File: config.mk
export PLATFORM = sky130hd
export DESIGN_NAME = dau_mul
export DESIGN_NICKNAME = d
export VERILOG_FILES = /design/src/design/dau_mul.sv
export SDC_FILE = /design/constraint.sdc
export NUM_CORES = 1
export LEC_CHECK = 0
export BUFFER_PORTS_ARGS = -buffer_cell sky130_fd_sc_hd__buf_4
export CAP_MARGIN = 20
export CORE_ASPECT_RATIO = 1.75
export CORE_MARGIN = 2
export CORE_UTILIZATION = 45
export CTS_CLUSTER_SIZE = 25
export DETAILED_ROUTE_END_ITERATION = 10
export PLACE_DENSITY = 0.71
export SYNTH_ARGS = -nofsm -noshare
export SYNTH_HDL_FRONTEND = slang
export SYNTH_SLANG_ARGS = --single-unit
File: constraint.sdc
create_clock -name clk -period 4.35 [get_ports clk]
set_clock_uncertainty 0.2 [all_clocks]
set_input_delay 0.2175 -clock clk [delete_from_list [all_inputs] [get_ports clk]]
set_output_delay 0.2175 -clock clk [all_outputs]
set_load 0.01 [all_outputs]
File: src/design/dau_mul.sv
// ----------------------------------------------------------------------------
// dau_mul
// Shift-add 64 by 64 multiplier, one multiplier bit per cycle.
// ----------------------------------------------------------------------------
`default_nettype none

module dau_mul (
	input  wire logic        clk,
	input  wire logic        arst_n,
	input  wire logic        go,
	input  wire logic [63:0] a,
	input  wire logic [63:0] b,
	output logic             done,
	output logic [127:0]     prod
);
	logic [127:0] p_q;
	logic [63:0]  a_q;
	logic [5:0]   cnt_q;
	logic         busy_q;
	logic         done_q;
	logic [64:0]  sum;

	assign sum = {1'b0, p_q[127:64]} + (p_q[0] ? {1'b0, a_q} : 65'd0);

	always_ff @(posedge clk or negedge arst_n) begin
		if (!arst_n) begin
			busy_q <= 1'b0;
			done_q <= 1'b0;
			cnt_q  <= '0;
		end else begin
			done_q <= 1'b0;
			if (go) begin
				busy_q <= 1'b1;
				cnt_q  <= '0;
			end else if (busy_q) begin
				cnt_q <= cnt_q + 6'd1;
				if (cnt_q == 6'd63) begin
					busy_q <= 1'b0;
					done_q <= 1'b1;
				end
			end
		end
	end

	always_ff @(posedge clk) begin
		if (go) begin
			p_q <= {64'd0, b};
			a_q <= a;
		end else if (busy_q) begin
			p_q <= {sum, p_q[63:1]};
		end
	end

	assign done = done_q;
	assign prod = p_q;

endmodule

`default_nettype wire
==> results.json <==
{
  "dieArea_mm2": 0.0263,
  "yosys_warnings": 0,
  "r2r-start": "prod[0]",
  "io_buffers": 259,
  "fin_util": 0.625,
  "setup_tns_ps": 0,
  "clock_sinks": 200,
  "cts_buffers": 17,
  "switchingPower_mw": 2.28,
  "setup_viol": 0,
  "core-area_mm2": 0.0245,
  "hp-class": "input pin to flip-flop",
  "synthFlopType": "edfxtp_1",
  "wl_per_cell_um": 18.3,
  "grt_max_degree": 84,
  "min_period_over_period": 0.880,
  "first_iter_violations": 431,
  "clkPwrFrac": 0.250,
  "power_mw": 6.49,
  "overflow": 0,
  "rows": 76,
  "yosysTopAreaCellShare": 0.343,
  "hold_viol": 0,
  "seqPwrFrac": 0.392,
  "status": "complete, no violations",
  "ctsResizeCount": 0,
  "vias_per_cell": 5.37,
  "powerDensity_mw_per_mm2": 423,
  "boundaryPins": 260,
  "swShare": 0.352,
  "place.gp.congestion": 0.923,
  "crit_chain": "buf_4 > and2_1 > fa_1 > a211oi_2 > nor2_2 > o2111a_1 > o21ai_2 > a211oi_1 > or3_4 > a221o_2 > a21oi_4 > o21bai_2 > xnor2_1 > o21ai_1",
  "grt_pass1_vias": 9819,
  "slowest_stage": "a221o_2",
  "worst_slack_ps": 523,
  "crit_start": "prod[0]",
  "finalWirelength_mm": 31.8,
  "max_stage_delay_ps": 480,
  "layout.cells.non_filler": 1739,
  "dieHeight_um": 213,
  "crit_path_start_kind": "flip-flop",
  "intPower_mw": 4.20,
  "synth_edf_count": 128,
  "cts_hold_buf": 130,
  "clkTransAtPathRegs_ps": 80,
  "netlist_area_mm2": 0.0112,
  "finalWorstPathRequiredPeriod_ps": 3830,
  "synthCells": 1046,
  "cts_tree": "yes",
  "path_class": "flip-flop to flip-flop",
  "slew_headroom": 0.261,
  "ys_types": 70,
  "peakVddDrop_v": 0.000306,
  "ys_ff_latch": 200,
  "route.detailed.drc": 0,
  "leakagePower_nw": 6.83,
  "layout.nets": 1610,
  "path_max_fanout": 18,
  "yosys.area.top_type": "edfxtp_1",
  "drive_above_1_share": 0.278,
  "hp-start": "go",
  "power_frac_comb": 0.358,
  "critPathCaptureType": "flip-flop",
  "cp_num_buf_inv": 1,
  "cp_data_arrival_time_ps": 3940,
  "vias": 9340,
  "fmax_ghz": 0.261,
  "firstDrtPassIters": 4,
  "antenna_found_initial": 1,
  "path_delay_family": "compound AO/OA/AOI/OAI gates",
  "htreeDepth": 4,
  "syn-num-nets": 1243,
  "ys_async_sr_fraction": 0.0400,
  "seq_area_frac_synth": 0.475,
  "cp.required_ps": 4470,
  "syn_to_final_growth_pct": 36.6,
  "synth.area.top_cells": "edfxtp_1 (34%), dfxtp_1 (11%), ha_1 (7.2%), mux2_2 (6.4%), and2_1 (4.0%)",
  "placed_cells": 1576,
  "slew_viol_final": 0,
  "clockRootBuffer": "clkbuf_16",
  "dpl_worst_slack_ps": 540,
  "rsz0062_at_grt": "no",
  "grt_first_pass_wirelength_mm": 49.3,
  "track_usage": 0.245,
  "post-cts-setup-buffers": 0,
  "tightest_slew_ps": 1110,
  "ant_nets": 0,
  "clk_path_buf_depth": 2,
  "dp_hpwl_mm": 22.6,
  "die_w_um": 123,
  "initial_utilization": 0.457,
  "cap_violations": 0,
  "synth.avg_cell_area_um2": 10.7,
  "clk_latency_ps": 460
}
[sequential cells by signal, indices dropped and copies added (netlist names)]
register,count
prod,128
done,1
busy_q,1
cnt_q,6
a_q,64
[power by group through the flow]
stage                     clock [mW]  combinational [mW]  sequential [mW]
after global placement             0                2.18             2.58
after CTS                       1.66                2.31             2.55
after detailed placement           0                2.21             2.58
after floorplan                    0                1.34             2.62
after global routing            1.71                2.54             2.58
final                           1.62                2.32             2.54
[per-stage QoR]
step                      area, um2  hold WS (ps)
after CTS                     15300          66.9
final                         15300          61.6
after global routing          15300          91.8
after global placement        13400          -159
after floorplan               11200          -278
after detailed placement      13400          -157
[layout by cell type (no fill, tap or decap), types with 5 or more instances in the layout]
| cell type | n |
|---|---|
| buf_4 | 268 |
| dlygate4sd3_1 | 130 |
| edfxtp_1 | 128 |
| nor2_1 | 91 |
| a21oi_1 | 78 |
| and2_1 | 71 |
| ha_1 | 65 |
| mux2_2 | 64 |
| dfxtp_1 | 64 |
| nand2_1 | 63 |
| a21o_1 | 41 |
| xnor2_1 | 40 |
| o21ai_0 | 39 |
| mux2i_1 | 28 |
| xor2_1 | 24 |
| nand4_1 | 18 |
| o21ai_1 | 18 |
| clkbuf_16 | 17 |
| inv_1 | 15 |
| nand3_1 | 12 |
| o21bai_1 | 12 |
| o21a_1 | 11 |
| nor3_1 | 10 |
| a31oi_1 | 10 |
| a211oi_1 | 9 |
| dfrtp_1 | 7 |
| inv_8 | 6 |
| and3_1 | 5 |
| nor2b_1 | 5 |
| o211ai_1 | 5 |
[kinds of logic after synthesis]
| group | synth area share |
|---|---|
| AO/OA/AOI/OAI | 0.159 |
| adder cells (fa/ha/maj) | 0.0743 |
| AND/OR/NAND/NOR | 0.128 |
| XOR/XNOR | 0.0500 |
| flip-flops | 0.475 |
| buffers and inverters | 0.0246 |
| multiplexers | 0.0892 |
[worst paths after layout]
path                                   to  slack [ps]  depth (start not counted)
worst min register to register  prod[126]         280                          2
worst min-delay path             prod[72]          60                          2
worst max register to register  prod[121]         520                         14
max in group asynchronous          busy_q        3090                          3
min in group asynchronous        cnt_q[2]         580                          3
worst max-delay path            prod[121]         520                         14
[area by class of cell]
| class | count | area (um2) |
|---|---|---|
| clock inverters | 15 | 175 |
| well taps | 312 | 390 |
| inverters | 17 | 63.8 |
| multi-input cells | 778 | 5620 |
| repair buffers | 399 | 3320 |
| flip-flops and latches | 200 | 5330 |
| diodes | 1 | 2.50 |
| clock buffers | 17 | 425 |
| fillers | 1982 | 9210 |
[Yosys cell counts, types with 10 or more instances]
cell type,count
edfxtp_1,128
nor2_1,92
a21oi_1,78
and2_1,71
ha_1,65
dfxtp_1,64
mux2_2,64
nand2_1,63
a21o_1,41
xnor2_1,40
o21ai_0,39
clkbuf_1,37
mux2i_1,28
xor2_1,24
nand4_1,18
o21ai_1,18
inv_1,16
nand3_1,12
o21bai_1,12
buf_2,11
o21a_1,11
a31oi_1,10
nor3_1,10
[worst register-to-register path, delay by kind of cell (launching register included)]
family / cells / cell delay, ps
AO/OA/AOI/OAI: 8 / 1590
AND/OR/NAND/NOR: 3 / 650
adder cells (fa/ha/maj): 1 / 470
flip-flops: 1 / 420
buffers and inverters: 1 / 220
XOR/XNOR: 1 / 140
[routing by layer]
metal	track usage	vias to the layer above	routed length (um)
met5	0	-	0
met4	0.109	0	1090
met3	0.0593	68	1680
met2	0.466	262	17500
met1	0.243	4441	11600
li1	-	4569	-
Power figures use the tool's default switching activity.
