===== src/design/dau_div.sv =====
// ----------------------------------------------------------------------------
// dau_div
// Restoring 128 by 64 divider, one quotient bit per cycle.
// ----------------------------------------------------------------------------
`default_nettype none

module dau_div (
	input  wire logic         clk,
	input  wire logic         arst_n,
	input  wire logic         go,
	input  wire logic [127:0] num,
	input  wire logic [63:0]  den,
	output logic              done,
	output logic [127:0]      quo,
	output logic [63:0]       rem
);
	logic [127:0] nq_q;
	logic [63:0]  r_q;
	logic [63:0]  d_q;
	logic [6:0]   cnt_q;
	logic         busy_q;
	logic         done_q;
	logic [63:0]  rs;
	logic         ge;

	assign rs = {r_q[62:0], nq_q[127]};
	assign ge = r_q[63] || (rs >= d_q);

	always_ff @(posedge clk or negedge arst_n) begin
		if (!arst_n) begin
			busy_q <= 1'b0;
			done_q <= 1'b0;
			cnt_q  <= '0;
		end else begin
			done_q <= 1'b0;
			if (go) begin
				busy_q <= 1'b1;
				cnt_q  <= '0;
			end else if (busy_q) begin
				cnt_q <= cnt_q + 7'd1;
				if (cnt_q == 7'd127) begin
					busy_q <= 1'b0;
					done_q <= 1'b1;
				end
			end
		end
	end

	always_ff @(posedge clk) begin
		if (go) begin
			nq_q <= num;
			r_q  <= '0;
			d_q  <= den;
		end else if (busy_q) begin
			nq_q <= {nq_q[126:0], ge};
			r_q  <= ge ? rs - d_q : rs;
		end
	end

	assign done = done_q;
	assign quo  = nq_q;
	assign rem  = r_q;

endmodule

`default_nettype wire


===== config.mk =====
export PLATFORM = sky130hd
export DESIGN_NAME = dau_div
export DESIGN_NICKNAME = d
export VERILOG_FILES = /design/src/design/dau_div.sv
export SDC_FILE = /design/constraint.sdc
export NUM_CORES = 1
export LEC_CHECK = 0
export BUFFER_PORTS_ARGS = -buffer_cell sky130_fd_sc_hd__clkbuf_2
export CORE_ASPECT_RATIO = 0.5
export CORE_MARGIN = 2
export CORE_UTILIZATION = 35
export CTS_CLUSTER_DIAMETER = 120
export DETAILED_ROUTE_END_ITERATION = 7
export HOLD_SLACK_MARGIN = 0.1
export SYNTH_ARGS = -nofsm -noshare
export SYNTH_HDL_FRONTEND = slang
export SYNTH_SLANG_ARGS = --single-unit

===== constraint.sdc =====
create_clock -name clk -period 3.66 [get_ports clk]
set_input_delay 0.183 -clock clk [delete_from_list [all_inputs] [get_ports clk]]
set_output_delay 0.183 -clock clk [all_outputs]
set_load 0.02 [all_outputs]

==> summary.txt <==
Run status
  – Status: finished, final reports clean

Synth
  – Number of synthesized flops with an enable pin: 192
  – Number of synthesis warnings: 0
  – Synth Instances: 1292
  – Ys async rst share: 3.40%
  – Part of the Yosys area used for sequential elements: 50.6%
  – Mapped cell area: 14400 sq um
  – Distinct cell type count after synthesis: 65
  – Number of flip-flops and latches in the synthesized netlist: 265
  – Cell with the most instances after synthesis: sky130_fd_sc_hd__edfxtp_1
  – Portion of synthesized cell area occupied by the leading cell type: 40.1%
  – Synthesized net count: 1553
  – Dominant synthesized flop cell: sky130_fd_sc_hd__edfxtp_1
  – Cell types with the largest area share after synthesis: sky130_fd_sc_hd__edfxtp_1 (40%), sky130_fd_sc_hd__mux2_2 (10%), sky130_fd_sc_hd__dfxtp_1 (8.9%)
  – Post-synthesis cell type with the largest combined area: sky130_fd_sc_hd__edfxtp_1
  – Post-Syn Area per Cell: 11.1 sq um
  – Cell types with the highest counts after synthesis: sky130_fd_sc_hd__edfxtp_1 (192), sky130_fd_sc_hd__mux2_2 (130), sky130_fd_sc_hd__a21oi_1 (91), sky130_fd_sc_hd__nor2_1 (91), sky130_fd_sc_hd__inv_1 (84)

Detailed routing
  – DRT iter0 DRCs: 774
  – Post-detailed-route wirelength per cell: 17.8 microns
  – Routed vias: 12100
  – Number of design rule violations left after detail routing: 0
  – Antenna Nets Post-Route: 0
  – Number of optimization iterations in the first detailed-route pass: 6
  – Routed Wire Length: 43200 microns
  – Via density per instance: 5.01

Cells and area
  – Count of placed standard cells in the final layout, fillers left out: 2419
  – Final layout net count: 2120
  – Area of combinational cells with multiple inputs: 6500 sq um
  – Register area: 7280 sq um
  – Fillers: 3692
  – Share of cells above drive strength 1: 32.3%
  – Layout Area Growth over Synthesis: 37.9%

Critical path
  – Slowest library cell on the worst path: sky130_fd_sc_hd__or3_4
  – Req. time, crit path: 4110 ps
  – Kind of end point of the critical path: flop
  – Maximum fanout encountered on the critical timing path: 19
  – Critical Path Most Common Cell: sky130_fd_sc_hd__a2111oi_2
  – Startpoint-to-endpoint class of the critical path: reg2reg
  – Critical Path AT: 3850 ps
  – Top cell family by delay on the critical path: compound AO/OA/AOI/OAI gates
  – Series of cell instances along the critical path: ha_1 > a21oi_1 > o21ai_0 > a2111oi_2 > o21ai_1 > a311o_1 > or3_4 > buf_12 > nand3b_4 > o21ai_2 > a2111oi_2
  – Worst stage delay on the critical path: 530 ps
  – Startpoint type of the worst setup path: flop
  – Buf/Inv on CP: 1

Global routing
  – Tot GR Track Use: 19.5%
  – Wire length of the first global-routing pass: 67400 microns
  – Antenna violations before repair: 1
  – Number of global-route vias before repair: 12300
  – Pin count of the biggest net entering global routing: 129
  – Total global routing overflow: 0

STA
  – Final hold slack: 339 ps
  – Final-report max-slew violation count: 0
  – Highest clock frequency the design can meet: 294 MHz
  – Setup WS post-layout: 254 ps
  – Number of setup violations in the final report: 0
  – Final period utilization: 93.1%
  – Final clock skew: 11.2 ps
  – Worst relative slew slack: 34.1%
  – Final-layout setup total negative slack: 0 ps
  – Number of hold violations in the final report: 0
  – Unrepaired setup endpoints after global routing: false
  – Min Tclk post-route: 3410 ps
  – Worst Max-Slew Pin Slew: 988 ps

Place
  – Setup slack at placement: 193 ps
  – GP Congestion: 0.872
  – HPWL Detailed: 31100 microns
  – Count of placed standard cells including taps: 2176
  – PortBufs: 387

Floorplanning
  – Std-Cell Core Area: 40500 sq um
  – Starting density of the core: 35.5%
  – Die height: 147 microns
  – Standard-cell rows: 52
  – Number of primary I/O pins: 388
  – Area enclosed by the die boundary: 42800 sq um
  – Horizontal die dimension: 291 microns

CTS
  – Clock net sink count: 265
  – TritonCTS buffer count: 26
  – Root Driver: sky130_fd_sc_hd__clkbuf_16
  – Number of levels the H-tree was split into: 1
  – Post-CTS Repair Setup Buffers: 0
  – CTS tree: built
  – Clock-pin slew on the worst setup and hold paths: 70 ps
  – Clock latency on the worst-skew pair: 550 ps
  – Maximum clock path buffer count: 3

Power and ir drop
  – Peak VDD IR: 354 uV
  – Power Density: 651 nW/um^2
  – Cell leakage power: 8.56 nW
  – Power, Total: 12.9 mW

Job
  – Total of max-cap violations: 0

Worst hold path
  – Min-Delay Path Class: in2reg
==> path summary, 6_finish.rpt <==
path                            startpoint      end  slack [ps]  depth (start not counted)
worst max-delay path               rem[50]  rem[54]         250                         11
worst min-delay path               den[17]  d_q[17]         340                          2
worst max register to register     rem[50]  rem[54]         250                         11
worst min register to register      rem[1]   rem[1]         510                          2
max in group asynchronous           arst_n   busy_q        2620                          3
min in group asynchronous           arst_n     done         680                          3
==> cell usage in the layout, fill, tap and decap left out, types with 8 or more instances in the layout <==
cell type                       instances
sky130_fd_sc_hd__clkbuf_16             27
sky130_fd_sc_hd__o21ai_1               17
sky130_fd_sc_hd__nand2b_1              11
sky130_fd_sc_hd__mux2_2               130
sky130_fd_sc_hd__nand4_1               22
sky130_fd_sc_hd__a31oi_1               10
sky130_fd_sc_hd__nand2_1               83
sky130_fd_sc_hd__o21bai_1               8
sky130_fd_sc_hd__a22oi_1                9
sky130_fd_sc_hd__nor2_1                91
sky130_fd_sc_hd__clkbuf_2             386
sky130_fd_sc_hd__ha_1                  65
sky130_fd_sc_hd__nor2b_1               10
sky130_fd_sc_hd__nor3_1                18
sky130_fd_sc_hd__dfrtp_1                8
sky130_fd_sc_hd__xor2_1                26
sky130_fd_sc_hd__dfxtp_1               64
sky130_fd_sc_hd__mux2i_1               36
sky130_fd_sc_hd__buf_4                 19
sky130_fd_sc_hd__a211oi_1              37
sky130_fd_sc_hd__nand3_1               11
sky130_fd_sc_hd__a211oi_2               9
sky130_fd_sc_hd__dlygate4sd3_1        195
sky130_fd_sc_hd__a21o_1                22
sky130_fd_sc_hd__xnor2_1               38
sky130_fd_sc_hd__a21oi_1               91
sky130_fd_sc_hd__o21ai_0               49
sky130_fd_sc_hd__o21a_1                 8
sky130_fd_sc_hd__inv_1                 83
sky130_fd_sc_hd__o22ai_1                8
sky130_fd_sc_hd__edfxtp_1             192
==> cells by family (layout without fill, tap and decap cells) <==
group | Yosys count | in the layout | share of synthesized area [%]
compound gates | 313 | 313 | 14.2
xor+xnor | 64 | 64 | 3.90
fa+ha+maj | 66 | 66 | 5.80
buf+inv | 150 | 736 | 4.30
flops | 265 | 265 | 50.6
mux | 166 | 166 | 12.7
other cells | 0 | 1 | 0
simple gates | 268 | 268 | 8.52
==> power breakdown <==
group          total [mW]  switching, mW  leakage (nW)  internal (mW)
Clock                2.96           1.21         0.448           1.74
Combinational        5.72           3.33          5.49           2.39
Sequential           4.23          0.458          2.62           3.77
==> metrics by stage <==
stage | area, sq um | utilization (%)
2_1_floorplan | 14400 | -
3_3_place_gp | 16900 | 41.8
3_5_place_dp | 16900 | 41.8
4_1_cts | 19800 | 48.9
5_1_grt | 19800 | 49.0
6_report | 19800 | 49.0
==> routing by layer <==
| layer | vias to the layer above | part of all wire, % | global-route usage [%] |
|---|---|---|---|
| li1 | 5890 | - | - |
| met1 | 5876 | 44 | 25.6 |
| met2 | 295 | 49 | 34.2 |
| met3 | 69 | 4.1 | 2.53 |
| met4 | 0 | 2.2 | 5.08 |
| met5 | - | 0 | 0 |
==> layout make-up <==
type	count	area share, %
antenna	1	0.0126
clock buffer	33	3.62
clock inverter	14	1.05
inverter	84	1.61
multi-input combinational	877	32.8
sequential	265	36.7
tap	540	3.41
timing repair buffer	605	20.8
==> flip-flops by register name, summed over array words and instances (netlist names) <==
name    count
quo       128
d_q        64
rem        64
cnt_q       7
busy_q      1
done        1
==> repair_timing <==
item                                   in CTS  in global routing
hold buffers                              195                  0
endpoints found under the hold margin     229                  0
resized for setup                           0                  5
setup endpoints to repair                   0                  6
(Power assumes the default switching activity.)
